===== config.mk =====
export PLATFORM = sky130hd
export DESIGN_NAME = flash_program_erase_sequencer_core
export DESIGN_NICKNAME = d
export VERILOG_FILES = /design/src/hdl/fpes_pkg.sv /design/src/hdl/flash_program_erase_sequencer_core.sv
export SDC_FILE = /design/constraint.sdc
export NUM_CORES = 1
export LEC_CHECK = 0
export ABC_AREA = 1
export BUFFER_PORTS_ARGS = -buffer_cell sky130_fd_sc_hd__buf_4
export CAP_MARGIN = 20
export CORE_ASPECT_RATIO = 1.75
export CORE_MARGIN = 2
export CORE_UTILIZATION = 54
export CTS_BUF_LIST = sky130_fd_sc_hd__clkbuf_4 sky130_fd_sc_hd__clkbuf_8
export CTS_CLUSTER_SIZE = 16
export DETAILED_ROUTE_END_ITERATION = 8
export GPL_TIMING_DRIVEN = 1
export PLACE_DENSITY_LB_ADDON = 0.2
export SETUP_SLACK_MARGIN = 0.15
export SYNTH_ARGS = -nofsm -noshare
export SYNTH_HDL_FRONTEND = slang
export SYNTH_SLANG_ARGS = --single-unit

===== constraint.sdc =====
create_clock -name clk -period 4.9 [get_ports clk]
set_input_delay 0.98 -clock clk [delete_from_list [all_inputs] [get_ports clk]]
set_output_delay 0.98 -clock clk [all_outputs]
set_load 0.01 [all_outputs]

===== src/hdl/fpes_pkg.sv =====
`timescale 1ns / 1ps
`default_nettype none

package fpes_pkg;

  localparam int ADDR_W    = 20;
  localparam int CHIP_SPAN = 262144;
  localparam int SPAN_W    = $clog2(CHIP_SPAN);
  localparam int RES_MAX   = 9;
  localparam int RES_IDX_W = $clog2(RES_MAX);
  localparam int RES_CNT_W = $clog2(RES_MAX + 1);
  localparam int SIZE_W    = ADDR_W + 1;
  localparam logic [SIZE_W-1:0] FLASH_CAP = SIZE_W'(1 << ADDR_W);

  // request codes
  localparam logic [1:0] REQ_PROG  = 2'd0;
  localparam logic [1:0] REQ_ERASE = 2'd1;
  localparam logic [1:0] REQ_READ  = 2'd2;
  localparam logic [1:0] REQ_RESET = 2'd3;

  // result op codes
  localparam logic [1:0] OP_WRITE = 2'd0;
  localparam logic [1:0] OP_READ  = 2'd1;
  localparam logic [1:0] OP_DELAY = 2'd2;
  localparam logic [1:0] OP_DONE  = 2'd3;

  // register indexes
  localparam logic [2:0] CFG_FLASH_SIZE = 3'd0;
  localparam logic [2:0] CFG_PROG_LIMIT = 3'd1;
  localparam logic [2:0] CFG_ERASE_LIM  = 3'd2;
  localparam logic [2:0] CFG_PROG_DLY   = 3'd3;
  localparam logic [2:0] CFG_VERIFY_DLY = 3'd4;
  localparam logic [2:0] CFG_ERASE_DLY  = 3'd5;

  // flash command words
  localparam logic [15:0] CMD_PROG      = 16'h4040;
  localparam logic [15:0] CMD_PVERIFY   = 16'hc0c0;
  localparam logic [15:0] CMD_ERASE     = 16'h2020;
  localparam logic [15:0] CMD_EVERIFY   = 16'ha0a0;
  localparam logic [15:0] CMD_RESET     = 16'hffff;
  localparam logic [15:0] MASK_PROG_HI  = 16'h40ff;
  localparam logic [15:0] MASK_VER_HI   = 16'hc0ff;
  localparam logic [15:0] MASK_PROG_LO  = 16'hff40;
  localparam logic [15:0] MASK_VER_LO   = 16'hffc0;

  typedef enum logic [2:0] {
    PH_IDLE,
    PH_PROG,
    PH_BLANK,
    PH_ZERO,
    PH_VERIFY
  } phase_t;

  typedef struct packed {
    logic [1:0]        req_type;
    logic [ADDR_W-1:0] target_address;
    logic [15:0]       write_value;
    logic [15:0]       read_value;
  } req_t;

  typedef struct packed {
    logic [1:0]        op_kind;
    logic [ADDR_W-1:0] bus_address;
    logic [15:0]       bus_data;
    logic [15:0]       delay_count;
    logic              status;
    logic              last;
  } res_t;

  function automatic res_t mk_res(logic [1:0] k, logic [ADDR_W-1:0] a, logic [15:0] d,
                                  logic [15:0] dl, logic st);
    res_t r;
    r.op_kind     = k;
    r.bus_address = a;
    r.bus_data    = d;
    r.delay_count = dl;
    r.status      = st;
    r.last        = 1'b0;
    return r;
  endfunction

  // program pulse: setup, data, delay, verify, delay, read
  function automatic res_t pulse_op(logic [2:0] i, logic [ADDR_W-1:0] a, logic [15:0] pw,
                                    logic [15:0] v, logic [15:0] pd, logic [15:0] vw,
                                    logic [15:0] vd);
    res_t r;
    case (i)
      3'd0:    r = mk_res(OP_WRITE, a, pw, 16'd0, 1'b0);
      3'd1:    r = mk_res(OP_WRITE, a, v, 16'd0, 1'b0);
      3'd2:    r = mk_res(OP_DELAY, '0, 16'd0, pd, 1'b0);
      3'd3:    r = mk_res(OP_WRITE, a, vw, 16'd0, 1'b0);
      3'd4:    r = mk_res(OP_DELAY, '0, 16'd0, vd, 1'b0);
      default: r = mk_res(OP_READ, a, 16'd0, 16'd0, 1'b0);
    endcase
    return r;
  endfunction

  // erase pair, delay, then erase verify (entries 3..5 are the verify alone)
  function automatic res_t erase_op(logic [2:0] i, logic [ADDR_W-1:0] a, logic [15:0] ed,
                                    logic [15:0] vd);
    res_t r;
    case (i)
      3'd0, 3'd1: r = mk_res(OP_WRITE, a, CMD_ERASE, 16'd0, 1'b0);
      3'd2:       r = mk_res(OP_DELAY, '0, 16'd0, ed, 1'b0);
      3'd3:       r = mk_res(OP_WRITE, a, CMD_EVERIFY, 16'd0, 1'b0);
      3'd4:       r = mk_res(OP_DELAY, '0, 16'd0, vd, 1'b0);
      default:    r = mk_res(OP_READ, a, 16'd0, 16'd0, 1'b0);
    endcase
    return r;
  endfunction

  // two reset writes to each chip base
  function automatic res_t reset_op(logic [2:0] i);
    logic [ADDR_W-1:0] a;
    a = ADDR_W'(CHIP_SPAN * int'(i[2:1]));
    return mk_res(OP_WRITE, a, CMD_RESET, 16'd0, 1'b0);
  endfunction

endpackage

`default_nettype wire


===== src/hdl/flash_program_erase_sequencer_core.sv =====
`timescale 1ns / 1ps
`default_nettype none

// Program/erase sequencer for byte-wide flash chips, ganged in pairs on a 16-bit bus.
// Each input transfer (program, erase, reset, or read-back data) is captured in an
// input register, then turned into a list of up to nine bus operations (write,
// read, delay, done) held in a result buffer. The buffer drains one result transfer
// per cycle while out_stall is low, with last set on the final result of the item.
// The next item is loaded into the buffer in the same cycle its last result is
// taken, so single-result items (the usual read-back case) flow at one per cycle
// while the output is not stalled. A read-back with no read pending gives no
// results. Configuration writes are always ready and must only be made while the
// block is idle.
module flash_program_erase_sequencer_core (
  input  wire logic                clk,
  input  wire logic                rst_n,
  input  wire logic                in_vld,
  output logic                     in_stall,
  input  wire fpes_pkg::req_t      in_data,
  output logic                     out_vld,
  input  wire logic                out_stall,
  output fpes_pkg::res_t           out_data,
  input  wire logic                cfg_vld,
  output logic                     cfg_ready,
  input  wire logic [2:0]          cfg_index,
  input  wire logic [20:0]         cfg_data
);
  import fpes_pkg::*;

  // configuration
  logic [SIZE_W-1:0] flash_size_r;
  logic [5:0]        prog_limit_r;
  logic [11:0]       erase_limit_r;
  logic [15:0]       prog_dly_r, verify_dly_r, erase_dly_r;

  // input stage
  logic in_vld_r;
  req_t in_r;

  // sequencer state
  phase_t            phase_r, phase_nxt;
  logic [5:0]        prog_tries_r, prog_tries_nxt;
  logic [11:0]       erase_tries_r, erase_tries_nxt;
  logic [ADDR_W-1:0] walk_r, walk_nxt;
  logic [ADDR_W-1:0] pend_addr_r, pend_addr_nxt;
  logic [15:0]       pend_val_r, pend_val_nxt;
  logic [15:0]       prog_word_r, prog_word_nxt;
  logic [15:0]       ver_word_r, ver_word_nxt;
  logic              erased_r, erased_nxt;

  // result buffer
  res_t               buf_r [RES_MAX];
  res_t               res   [RES_MAX];
  logic [RES_CNT_W-1:0] cnt_r, res_cnt;
  logic [RES_IDX_W-1:0] rd_r;

  // decode
  logic [SIZE_W-1:0] size_eff, next_walk;
  logic              at_end, rv_match, rv_blank, give_up, erase_lim_hit;
  logic [5:0]        tries_inc;
  logic [15:0]       retry_pw, retry_vw;
  logic              out_xfer, rd_last, buf_free, load;

  assign cfg_ready = 1'b1;

  always_ff @(posedge clk) begin
    if (!rst_n) begin
      flash_size_r  <= FLASH_CAP;
      prog_limit_r  <= 6'd50;
      erase_limit_r <= 12'd3000;
      prog_dly_r    <= 16'd14;
      verify_dly_r  <= 16'd12;
      erase_dly_r   <= 16'd11000;
    end else if (cfg_vld && cfg_ready) begin
      case (cfg_index)
        CFG_FLASH_SIZE: flash_size_r  <= cfg_data;
        CFG_PROG_LIMIT: prog_limit_r  <= cfg_data[5:0];
        CFG_ERASE_LIM:  erase_limit_r <= cfg_data[11:0];
        CFG_PROG_DLY:   prog_dly_r    <= cfg_data[15:0];
        CFG_VERIFY_DLY: verify_dly_r  <= cfg_data[15:0];
        CFG_ERASE_DLY:  erase_dly_r   <= cfg_data[15:0];
        default: ;
      endcase
    end
  end

  // handshake: the buffer frees up when empty or when its last result is taken
  assign out_vld  = (cnt_r != '0);
  assign out_xfer = out_vld && !out_stall;
  assign rd_last  = (RES_CNT_W'(rd_r) == cnt_r - RES_CNT_W'(1));
  assign buf_free = (cnt_r == '0) || (out_xfer && rd_last);
  assign load     = in_vld_r && buf_free;
  assign in_stall = in_vld_r && !buf_free;

  always_comb begin
    out_data      = buf_r[rd_r];
    out_data.last = rd_last;
  end

  always_ff @(posedge clk) begin
    if (!rst_n) begin
      in_vld_r <= 1'b0;
    end else if (in_vld && !in_stall) begin
      in_vld_r <= 1'b1;
    end else if (load) begin
      in_vld_r <= 1'b0;
    end
  end

  always_ff @(posedge clk) begin
    if (in_vld && !in_stall) begin
      in_r <= in_data;
    end
  end

  // shared decode of the captured item against current state
  always_comb begin
    size_eff      = (flash_size_r > FLASH_CAP) ? FLASH_CAP : flash_size_r;
    next_walk     = {1'b0, walk_r} + SIZE_W'(2);
    at_end        = (next_walk >= size_eff);
    rv_match      = (in_r.read_value == pend_val_r);
    rv_blank      = (in_r.read_value == CMD_RESET);
    tries_inc     = prog_tries_r + 6'd1;
    give_up       = (tries_inc >= prog_limit_r) || (tries_inc == 6'd0);
    erase_lim_hit = !(erase_tries_r < erase_limit_r);
    // retry only the failing byte lane
    retry_pw = CMD_RESET;
    retry_vw = CMD_RESET;
    if (in_r.read_value[15:8] != pend_val_r[15:8]) begin
      retry_pw = retry_pw & MASK_PROG_HI;
      retry_vw = retry_vw & MASK_VER_HI;
    end
    if (in_r.read_value[7:0] != pend_val_r[7:0]) begin
      retry_pw = retry_pw & MASK_PROG_LO;
      retry_vw = retry_vw & MASK_VER_LO;
    end
  end

  // next phase
  always_comb begin
    phase_nxt = phase_r;
    case (in_r.req_type)
      REQ_PROG:  phase_nxt = PH_PROG;
      REQ_ERASE: phase_nxt = (size_eff == '0) ? PH_IDLE : PH_BLANK;
      REQ_RESET: phase_nxt = PH_IDLE;
      default: begin
        case (phase_r)
          PH_PROG:   if (rv_match || give_up) phase_nxt = PH_IDLE;
          PH_BLANK: begin
            if (!rv_blank) phase_nxt = PH_ZERO;
            else if (at_end) phase_nxt = PH_IDLE;
          end
          PH_ZERO: begin
            if (rv_match) begin
              if (at_end) phase_nxt = PH_VERIFY;
            end else if (give_up) begin
              phase_nxt = PH_IDLE;
            end
          end
          PH_VERIFY: begin
            if (!rv_blank) begin
              if (erase_lim_hit) phase_nxt = PH_IDLE;
            end else if (at_end) begin
              phase_nxt = PH_IDLE;
            end
          end
          default: phase_nxt = PH_IDLE;
        endcase
      end
    endcase
  end

  // result list and data state
  always_comb begin
    for (int i = 0; i < RES_MAX; i++) res[i] = '0;
    res_cnt         = '0;
    prog_tries_nxt  = prog_tries_r;
    erase_tries_nxt = erase_tries_r;
    walk_nxt        = walk_r;
    pend_addr_nxt   = pend_addr_r;
    pend_val_nxt    = pend_val_r;
    prog_word_nxt   = prog_word_r;
    ver_word_nxt    = ver_word_r;
    erased_nxt      = erased_r;
    case (in_r.req_type)
      REQ_PROG: begin
        pend_addr_nxt  = {in_r.target_address[ADDR_W-1:1], 1'b0};
        pend_val_nxt   = in_r.write_value;
        prog_word_nxt  = CMD_PROG;
        ver_word_nxt   = CMD_PVERIFY;
        prog_tries_nxt = '0;
        res_cnt        = RES_CNT_W'(6);
      end
      REQ_ERASE, REQ_RESET: begin
        for (int i = 0; i < 8; i++) res[i] = reset_op(3'(i));
        res_cnt = RES_CNT_W'(9);
        if (in_r.req_type == REQ_ERASE) begin
          walk_nxt        = '0;
          erase_tries_nxt = '0;
          erased_nxt      = 1'b0;
          res[8] = (size_eff == '0) ? mk_res(OP_DONE, '0, 16'd0, 16'd0, 1'b0)
                                    : mk_res(OP_READ, '0, 16'd0, 16'd0, 1'b0);
        end else begin
          res[8] = mk_res(OP_DONE, '0, 16'd0, 16'd0, 1'b0);
        end
      end
      default: begin
        case (phase_r)
          PH_PROG, PH_ZERO: begin
            if (rv_match && phase_r == PH_PROG) begin
              res[0]  = mk_res(OP_DONE, '0, 16'd0, 16'd0, 1'b0);
              res_cnt = RES_CNT_W'(1);
            end else if (rv_match) begin
              res_cnt = RES_CNT_W'(6);
              if (at_end) begin
                walk_nxt        = '0;
                erase_tries_nxt = '0;
                erased_nxt      = 1'b0;
                for (int i = 0; i < 6; i++)
                  res[i] = erase_op(3'(i), '0, erase_dly_r, verify_dly_r);
              end else begin
                walk_nxt       = next_walk[ADDR_W-1:0];
                pend_addr_nxt  = {next_walk[ADDR_W-1:1], 1'b0};
                pend_val_nxt   = 16'd0;
                prog_word_nxt  = CMD_PROG;
                ver_word_nxt   = CMD_PVERIFY;
                prog_tries_nxt = '0;
              end
            end else begin
              prog_tries_nxt = tries_inc;
              if (give_up) begin
                res[0]  = mk_res(OP_DONE, '0, 16'd0, 16'd0, 1'b1);
                res_cnt = RES_CNT_W'(1);
              end else begin
                prog_word_nxt = retry_pw;
                ver_word_nxt  = retry_vw;
                res_cnt       = RES_CNT_W'(6);
              end
            end
          end
          PH_BLANK: begin
            if (!rv_blank) begin
              walk_nxt       = '0;
              pend_addr_nxt  = '0;
              pend_val_nxt   = 16'd0;
              prog_word_nxt  = CMD_PROG;
              ver_word_nxt   = CMD_PVERIFY;
              prog_tries_nxt = '0;
              res_cnt        = RES_CNT_W'(6);
            end else if (at_end) begin
              res[0]  = mk_res(OP_DONE, '0, 16'd0, 16'd0, 1'b0);
              res_cnt = RES_CNT_W'(1);
            end else begin
              walk_nxt = next_walk[ADDR_W-1:0];
              res[0]   = mk_res(OP_READ, next_walk[ADDR_W-1:0], 16'd0, 16'd0, 1'b0);
              res_cnt  = RES_CNT_W'(1);
            end
          end
          PH_VERIFY: begin
            if (!rv_blank) begin
              if (!erase_lim_hit) begin
                erase_tries_nxt = erase_tries_r + 12'd1;
                erased_nxt      = 1'b0;
                for (int i = 0; i < 6; i++)
                  res[i] = erase_op(3'(i), walk_r, erase_dly_r, verify_dly_r);
                res_cnt = RES_CNT_W'(6);
              end else begin
                res[0]  = mk_res(OP_DONE, '0, 16'd0, 16'd0, 1'b1);
                res_cnt = RES_CNT_W'(1);
              end
            end else if (at_end) begin
              res[0]  = mk_res(OP_DONE, '0, 16'd0, 16'd0, 1'b0);
              res_cnt = RES_CNT_W'(1);
            end else begin
              walk_nxt   = next_walk[ADDR_W-1:0];
              erased_nxt = 1'b0;
              // forced erase at each chip boundary
              if (!erased_r && next_walk[SPAN_W-1:0] == '0) begin
                for (int i = 0; i < 6; i++)
                  res[i] = erase_op(3'(i), next_walk[ADDR_W-1:0], erase_dly_r, verify_dly_r);
                res_cnt = RES_CNT_W'(6);
              end else begin
                for (int i = 0; i < 3; i++)
                  res[i] = erase_op(3'(i + 3), next_walk[ADDR_W-1:0], erase_dly_r,
                                    verify_dly_r);
                res_cnt = RES_CNT_W'(3);
              end
            end
          end
          default: ;
        endcase
      end
    endcase
    // program pulse cases all fill six entries from the updated pending state
    if (res_cnt == RES_CNT_W'(6) && res[0].op_kind == OP_WRITE &&
        res[0].bus_data != CMD_ERASE) begin
      for (int i = 0; i < 6; i++)
        res[i] = pulse_op(3'(i), pend_addr_nxt, prog_word_nxt, pend_val_nxt, prog_dly_r,
                          ver_word_nxt, verify_dly_r);
    end
    if (res_cnt == RES_CNT_W'(6) && res[0].op_kind == OP_READ) begin
      for (int i = 0; i < 6; i++)
        res[i] = pulse_op(3'(i), pend_addr_nxt, prog_word_nxt, pend_val_nxt, prog_dly_r,
                          ver_word_nxt, verify_dly_r);
    end
  end

  always_ff @(posedge clk) begin
    if (!rst_n) begin
      phase_r         <= PH_IDLE;
      prog_tries_r    <= '0;
      erase_tries_r   <= '0;
      walk_r          <= '0;
      pend_addr_r     <= '0;
      pend_val_r      <= '0;
      prog_word_r     <= CMD_PROG;
      ver_word_r      <= CMD_PVERIFY;
      erased_r        <= 1'b0;
    end else if (load) begin
      phase_r         <= phase_nxt;
      prog_tries_r    <= prog_tries_nxt;
      erase_tries_r   <= erase_tries_nxt;
      walk_r          <= walk_nxt;
      pend_addr_r     <= pend_addr_nxt;
      pend_val_r      <= pend_val_nxt;
      prog_word_r     <= prog_word_nxt;
      ver_word_r      <= ver_word_nxt;
      erased_r        <= erased_nxt;
    end
  end

  always_ff @(posedge clk) begin
    if (!rst_n) begin
      cnt_r <= '0;
      rd_r  <= '0;
    end else if (load) begin
      cnt_r <= res_cnt;
      rd_r  <= '0;
    end else if (out_xfer) begin
      if (rd_last) begin
        cnt_r <= '0;
        rd_r  <= '0;
      end else begin
        rd_r <= rd_r + RES_IDX_W'(1);
      end
    end
  end

  always_ff @(posedge clk) begin
    if (load) begin
      for (int i = 0; i < RES_MAX; i++) buf_r[i] <= res[i];
    end
  end

`ifndef SYNTHESIS
  a_rd_in_range: assert property (@(posedge clk) disable iff (!rst_n)
    out_vld |-> (RES_CNT_W'(rd_r) < cnt_r))
    else $error("result read index beyond fill count");

  a_last_restarts: assert property (@(posedge clk) disable iff (!rst_n)
    (out_xfer && out_data.last) |=> (rd_r == '0))
    else $error("read index not restarted after last result");

  a_silent_idle: assert property (@(posedge clk) disable iff (!rst_n)
    (load && res_cnt == '0) |-> (phase_r == PH_IDLE && in_r.req_type == REQ_READ))
    else $error("item without results outside idle read-back");

  a_stall_held: assert property (@(posedge clk) disable iff (!rst_n)
    in_stall |-> (in_vld_r && cnt_r != '0))
    else $error("input stalled with free buffer");
`endif

endmodule

`default_nettype wire


==> results by group, run 1 <==
Setup path
  • Worst setup SP type: register
  • Reg-to-Reg End: buf_r[2][53]$_SDFFCE_PP0P_
  • Reg-to-reg startpoint: walk_r[2]$_SDFFE_PN0P_
  • Data required, critical path: 5.32 ns
  • CP Capture Type: register
  • Reg2Reg Setup Slack: 0.49 ns
  • CP Class: reg2reg
  • R2R cell count: 24
  • CP Launch Point: walk_r[2]$_SDFFE_PN0P_
  • CP Max Fanout: 19
  • Data arrival, critical path: 4.83 ns

Yosys
  • Async S/R FF share, synth: 0%
  • Yosys warns: 0
  • Seq/Total Area, Yosys: 49.5%
  • Cell variety after synth: 52
  • Synthesized cell area: 20700 sq um
  • Syn avg cell area: 7.84 sq um
  • Top post-synthesis cells by area: edfxtp_1 32%, dfxtp_1 18%, nand2_1 13%
  • #FFs+latches synth: 403
  • Area leader, netlist: edfxtp_1
  • EDFF count, synth: 219
  • Area share of the largest cell type after synthesis: 31.7%
  • Syn nets: 2769
  • Syn Inst Count: 2642
  • Ys flop type: edfxtp_1

STA
  • Setup TNS: 0 ns
  • FMAX: 227 MHz
  • Count of final setup violators: 0
  • Final Critical Period: 4.41 ns
  • Tcrit/Tclk final: 90.0%
  • Worst-Margin Slew: 1.10 ns
  • Slew Limit Fails: 0
  • Skew final: 0.0317 ns
  • RSZ-0062 raised after global routing: false
  • Final worst setup slack: 0.492 ns
  • Final Hold Viols: 0
  • Rel. slew slack: 26.5%

Floorplanning
  • Die area: 40000 sq um
  • Core Area: 37800 sq um
  • # IOs: 142
  • Die span in y: 263 um
  • Initial Utilization: 54.9%
  • Row cnt: 94
  • Die Wd: 152 um

Routing
  • DR vias/cell: 5.79
  • Total vias in the final route: 19072
  • DRT Pass-1 Iters: 8
  • Final WL: 63700 um
  • Drt drc: 0
  • DR WL/cell: 19.3 um
  • DR iter-0 viols: 1687
  • ANT nets after route: 0

Place
  • Cells after DPL: 3182
  • Routability cong.: 0.987
  • I/O Buffers: 139
  • Hpwl dp: 44700 um
  • Pre-CTS WS: 0.622 ns

Power
  • PwrDens: 337 nW/um^2
  • Leak Pwr: 10.1 nW
  • Peak VDD IR: 317 uV

Global route
  • Largest net degree at the start of global routing: 115
  • Vias in the first global route: 18569
  • First-pass GRT wire length: 98700 um
  • Initial antenna violation count: 1
  • GRT Util Overall: 30.9%
  • Total congestion overflow: 0

Worst hold path
  • Hold path cells: 2
  • HP Class: reg2reg
  • Hold_sp: pend_addr_r[0]$_SDFFE_PN0P_
  • Hold Path Sink: pend_addr_r[0]$_SDFFE_PN0P_

Clocking
  • Root buffer cell: clkbuf_8
  • Clock tree buffer depth: 3
  • Cts hold-fix bufs: 0
  • Clock-pin slew on the worst setup and hold paths: 0.08 ns
  • Sink Count: 403
  • Htree depth: 2
  • Post-CTS setup repair buffer count: 0
  • Num CTS Buffers: 59
  • CTS tree: built
  • Clk_lat worst skew: 0.65 ns
  • CTS resizes: 0

Cells and area
  • Final Non-Filler Cells: 3294
  • Commonest non-fill, non-tap cells in the layout: 743 x nand2_1, 254 x nor2_1, 219 x edfxtp_1
  • Fin nets: 2890
  • P&R area growth vs syn: 14.2%
  • Share of cells above drive strength 1: 12.8%
  • Commonest non-fill, non-tap cell in the layout: nand2_1

Status
  • Status: completed

Run
  • Maxcap violations: 0
-- logic make-up (layout without fill, tap and decap cells) --
kind of cell | Yosys count | count (layout) | share of synthesized area (%)
compound gates | 509 | 509 | 14.0
xor+xnor | 25 | 25 | 1.06
fa+ha+maj | 44 | 44 | 2.66
buf+inv | 372 | 542 | 7.11
flops | 403 | 403 | 49.5
other cells | 2 | 4 | 0.0363
simple gates | 1287 | 1287 | 25.6
-- stage by stage --
| step | power [mW] | hold WS, ns | instance area [sq um] | utilization, % |
|---|---|---|---|---|
| final | 7.96 | 0.450 | 23600 | 62.6 |
| after CTS | 7.99 | 0.451 | 23600 | 62.6 |
| after global placement | 5.09 | 0.428 | 22400 | 59.3 |
| after floorplan | 4.63 | 0.418 | 20700 | - |
| after detailed placement | 5.12 | 0.439 | 22400 | 59.3 |
| after global routing | 8.24 | 0.477 | 23600 | 62.6 |
-- worst max-delay path by stage --
stage / to / slack, ns
2_1_floorplan: walk_r[15]$_SDFFE_PN0P_ / 1.04
3_3_place_gp: buf_r[2][53]$_SDFFCE_PP0P_ / 0.68
3_5_place_dp: buf_r[2][53]$_SDFFCE_PP0P_ / 0.62
4_1_cts: buf_r[2][53]$_SDFFCE_PP0P_ / 0.58
5_1_grt: buf_r[2][53]$_SDFFCE_PP0P_ / 0.26
6_report: buf_r[2][53]$_SDFFCE_PP0P_ / 0.49
-- registers in the layout, summed over array words and instances, names as in the netlist, 4 cells and up, named ones only --
| register | count |
|---|---|
| prog_dly_r | 16 |
| pend_val_r | 16 |
| in_r | 53 |
| erase_tries_r | 12 |
| walk_r | 19 |
| rd_r | 4 |
| verify_dly_r | 16 |
| cnt_r | 4 |
| prog_tries_r | 6 |
| prog_word_r | 5 |
| buf_r | 166 |
| erase_dly_r | 16 |
| pend_addr_r | 20 |
| flash_size_r | 21 |
| prog_limit_r | 6 |
| erase_limit_r | 12 |
-- synth_stat cells, drive strengths merged, types with 4 or more instances --
cell and number:
nand2 753, nor2 268, edfxtp 219, inv 207
o21ai 203, a21oi 185, dfxtp 184, nand3 143
clkbuf 124, nor3 84, ha 44, buf 34
nand4 28, xor2 21, a22oi 20, o211ai 20
a221oi 16, a22o 16, o22ai 16, o221ai 11
clkinv 7, o2111ai 6, a31oi 5, nor4 5
o31ai 4, xnor2 4
-- final cells by class --
| class | count | area, sq um |
|---|---|---|
| Sequential cell | 403 | 10300 |
| Fill cell | 3289 | 14100 |
| Clock buffer | 85 | 1030 |
| Tap cell | 480 | 601 |
| Antenna cell | 2 | 5.00 |
| Multi-Input combinational cell | 1867 | 9000 |
| Inverter | 214 | 808 |
| Timing Repair Buffer | 218 | 1710 |
| Clock inverter | 25 | 229 |
-- per-layer routing --
layer	up-vias	share of wire (%)	global-route usage (%)
li1	9111	-	-
met1	8881	37	34.8
met2	859	51	55.1
met3	221	6.7	4.74
met4	0	5.9	18.2
met5	-	0	0
-- worst max-delay path, stage by stage, from the launching register on --
cell and delay [ns]:
dfxtp_1 0.42, nand2_2 0.10, nor2_1 0.22, nand2_2 0.19, clkinv_1 0.10, nand3_1 0.13, nand3b_1 0.23, xor2_1 0.19
ha_1 0.30, nand2_1 0.05, inv_1 0.07, nand2_1 0.07, nor2_1 0.17, nand3_1 0.12, nor2_1 0.10, nand2_1 0.08
nand3_2 0.16, buf_4 0.20, nand2_1 0.12, inv_1 0.11, nor2_1 0.07, nand3_1 0.08, nand4_1 0.27, buf_12 0.29
nor3_1 0.31
-- report_power, final --
part,total [mW],switching (mW),internal (mW)
registers,3.91,0.0975,3.81
logic,1.15,0.777,0.372
clock network,2.90,1.33,1.57
Power figures use the tool's default switching activity.
==> run 2, diff against run 1 <==
--- a/config.mk
+++ b/config.mk
@@ -11,10 +11,11 @@
 export CORE_ASPECT_RATIO = 1.75
 export CORE_MARGIN = 2
 export CORE_UTILIZATION = 54
-export CTS_BUF_LIST = sky130_fd_sc_hd__clkbuf_4 sky130_fd_sc_hd__clkbuf_8
+export CTS_BUF_LIST = sky130_fd_sc_hd__clkbuf_8 sky130_fd_sc_hd__clkbuf_16
 export CTS_CLUSTER_SIZE = 16
 export DETAILED_ROUTE_END_ITERATION = 8
 export GPL_TIMING_DRIVEN = 1
+export HOLD_SLACK_MARGIN = 0.08
 export PLACE_DENSITY_LB_ADDON = 0.2
 export SETUP_SLACK_MARGIN = 0.15
 export SYNTH_ARGS = -nofsm -noshare
==> run 2 against run 1 <==
  * Final cell count fell by 1.2%
  * Core utilization up 0.14 points
  * Power rose by 2.6%
  * Via count grew 0.23%
  * Clock-buffer cell count fell by 39
  * Critical path depth stayed put
  * Sequential power barely moved
  * Critical endpoint unchanged
  * Largest cell class unchanged
  * Highest routed layer is now met5
==> results by group, run 2 (synthesis results as in run 1) <==
Routing
  • Drt drc: 0 (unchanged)
  • ANT nets after route: 0 (unchanged)
  • DR WL/cell: 19.6 um (+1.5%)
  • DRT Pass-1 Iters: 6 (-2)
  • DR iter-0 viols: 1692 (+0.30%)
  • Final WL: 63900 um (+0.29%)
  • DR vias/cell: 5.87 (+1.5%)
  • Total vias in the final route: 19116 (+0.23%)

Setup path
  • Worst setup SP type: register
  • Worst path bufs/invs: 5 (unchanged)
  • Critical path, cell by cell: nand2_2 > nor2_1 > nand2_2 > clkinv_1 > nand3_1 > nand3b_1 > xor2_1 > ha_1 > nand2_1 > inv_1 > nand2_1 > nor2_1 > nand3_1 > nor2_1 > nand2_1 > nand3_2 > buf_4 > nand2_1 > inv_1 > nor2_1 > nand3_1 > nand4_1 > buf_12 > nor3_1
  • Data arrival, critical path: 4.77 ns (-0.06 ns)
  • Data required, critical path: 5.21 ns (-0.11 ns)
  • CP Class: reg2reg
  • CP Capture Type: register
  • CP delay by family, top: simple AND/OR/NAND/NOR gates
  • CP max stage cell: dfxtp_1
  • CP Max Fanout: 19 (unchanged)
  • Slowest stage delay, CP: 0.42 ns (about the same)
  • Reg2Reg Setup Slack: 0.44 ns (-0.05 ns)

Cells and area
  • Fin nets: 2870 (-0.69%)
  • Biggest regs: buf_r: 166 flops, in_r: 53 flops, flash_size_r: 21 flops
  • N_diodes: 0 (-2)
  • Largest register FFs: 166 (unchanged)
  • Commonest non-fill, non-tap cell in the layout: nand2_1
  • P&R area growth vs syn: 14.4%
  • Layout fillers: 3274 (-0.46%)
  • Largest Register: buf_r
  • Commonest non-fill, non-tap cells in the layout: 743 x nand2_1, 254 x nor2_1, 219 x edfxtp_1
  • Final instance area: 23700 sq um (+0.22%)
  • Share of cells above drive strength 1: 11.5% (-1.2 points)

Clocking
  • Root buffer cell: clkbuf_16
  • Sink Count: 403 (unchanged)
  • Post-CTS setup repair buffer count: 0 (unchanged)
  • CTS resizes: 0 (unchanged)
  • Clock tree buffer depth: 3 (unchanged)
  • CTS tree: built
  • Clk_lat worst skew: 0.56 ns (-0.09 ns)
  • Htree depth: 2 (unchanged)
  • Num CTS Buffers: 39 (-34%)
  • Cts hold-fix bufs: 0 (unchanged)
  • Clock-pin slew on the worst setup and hold paths: 0.07 ns (about the same)

STA
  • FMAX: 224 MHz (-1.0%)
  • Final Critical Period: 4.46 ns (+0.0467 ns)
  • Skew final: 0.0187 ns (-0.0130 ns)
  • Final Hold Viols: 0 (unchanged)
  • Slew Limit Fails: 0 (unchanged)
  • RSZ-0062 raised after global routing: false
  • Tcrit/Tclk final: 90.9% (+0.95 points)
  • Rel. slew slack: 26.0% (-0.44 points)
  • Setup TNS: 0 ns (unchanged)
  • Final worst setup slack: 0.445 ns (-0.0467 ns)
  • Count of final setup violators: 0 (unchanged)
  • Worst hold slack: 0.448 ns (-0.00177 ns)
  • Worst-Margin Slew: 1.11 ns (+0.00655 ns)

Place
  • Hpwl dp: 44700 um (unchanged)
  • Routability cong.: 0.987 (unchanged)
  • I/O Buffers: 139 (unchanged)
  • Placed inst area: 22400 sq um (unchanged)
  • Pre-CTS WS: 0.622 ns (unchanged)

Floorplanning
  • Row cnt: 94 (unchanged)
  • Core Area: 37800 sq um (unchanged)
  • # IOs: 142 (unchanged)
  • Die span in y: 263 um (unchanged)
  • Die Wd: 152 um (unchanged)
  • Die area: 40000 sq um (unchanged)
  • Initial Utilization: 54.9% (unchanged)

Global route
  • Total congestion overflow: 0 (unchanged)
  • Initial antenna violation count: 1 (unchanged)
  • Vias in the first global route: 18597 (+0.15%)
  • GRT Util Overall: 31.0% (+0.052 points)
  • Largest net degree at the start of global routing: 115 (unchanged)
  • First-pass GRT wire length: 98900 um (+0.12%)

Run
  • Maxcap violations: 0 (unchanged)

Status
  • Status: completed

Power
  • Peak VDD IR: 261 uV (-17%)
  • Leak Pwr: 10.1 nW (+0.11%)
  • PwrDens: 344 nW/um^2 (+2.4%)
  • Power, Total: 8.16 mW (+2.6%)

Worst hold path
  • HP Class: reg2reg
[run 2: cell type report]
class,count,area (sq um),share of cell area [%]
clock buffers,46,1090,4.62
clock inverters,26,224,0.945
inverters,214,808,3.41
multi-input cells,1867,9000,38.0
flip-flops and latches,403,10300,43.3
well taps,480,601,2.53
repair buffers,218,1710,7.22
[run 2: final timing paths]
kind	endpoint	from	depth (start not counted)
max	buf_r[2][53]$_SDFFCE_PP0P_	walk_r[2]$_SDFFE_PN0P_	24
min	pend_addr_r[0]$_SDFFE_PN0P_	pend_addr_r[0]$_SDFFE_PN0P_	2
max reg2reg	buf_r[2][53]$_SDFFCE_PP0P_	walk_r[2]$_SDFFE_PN0P_	24
min reg2reg	pend_addr_r[0]$_SDFFE_PN0P_	pend_addr_r[0]$_SDFFE_PN0P_	2
[run 2: power breakdown]
part	switching [mW]	internal (mW)
combinational	0.781	0.372
sequential	0.0979	3.81
clock	1.34	1.76
[run 2: metal layers]
layer / part of all wire (%) / up-vias / wire length, um / track usage, %
met1: 36 / 8944 / 23200 / 35.0
met2: 51 / 888 / 32600 / 55.4
met3: 6.7 / 218 / 4280 / 4.15
li1: - / 9064 / - / -
met5: 0.022 / - / 14 / 0
met4: 5.9 / 2 / 3760 / 18.3
[run 2: per-stage QoR]
step	cells	util, %
final	3254	62.8
after global routing	3254	62.8
after CTS	3254	62.8
after detailed placement	3182	59.3
after global placement	3182	59.3
after floorplan	2642	-
[run 2: tightest hold or removal path: stages, from the launching register on]
cell	delay, ns
dfxtp_1	0.31
nand2_1	0.06
nor2_1	0.04
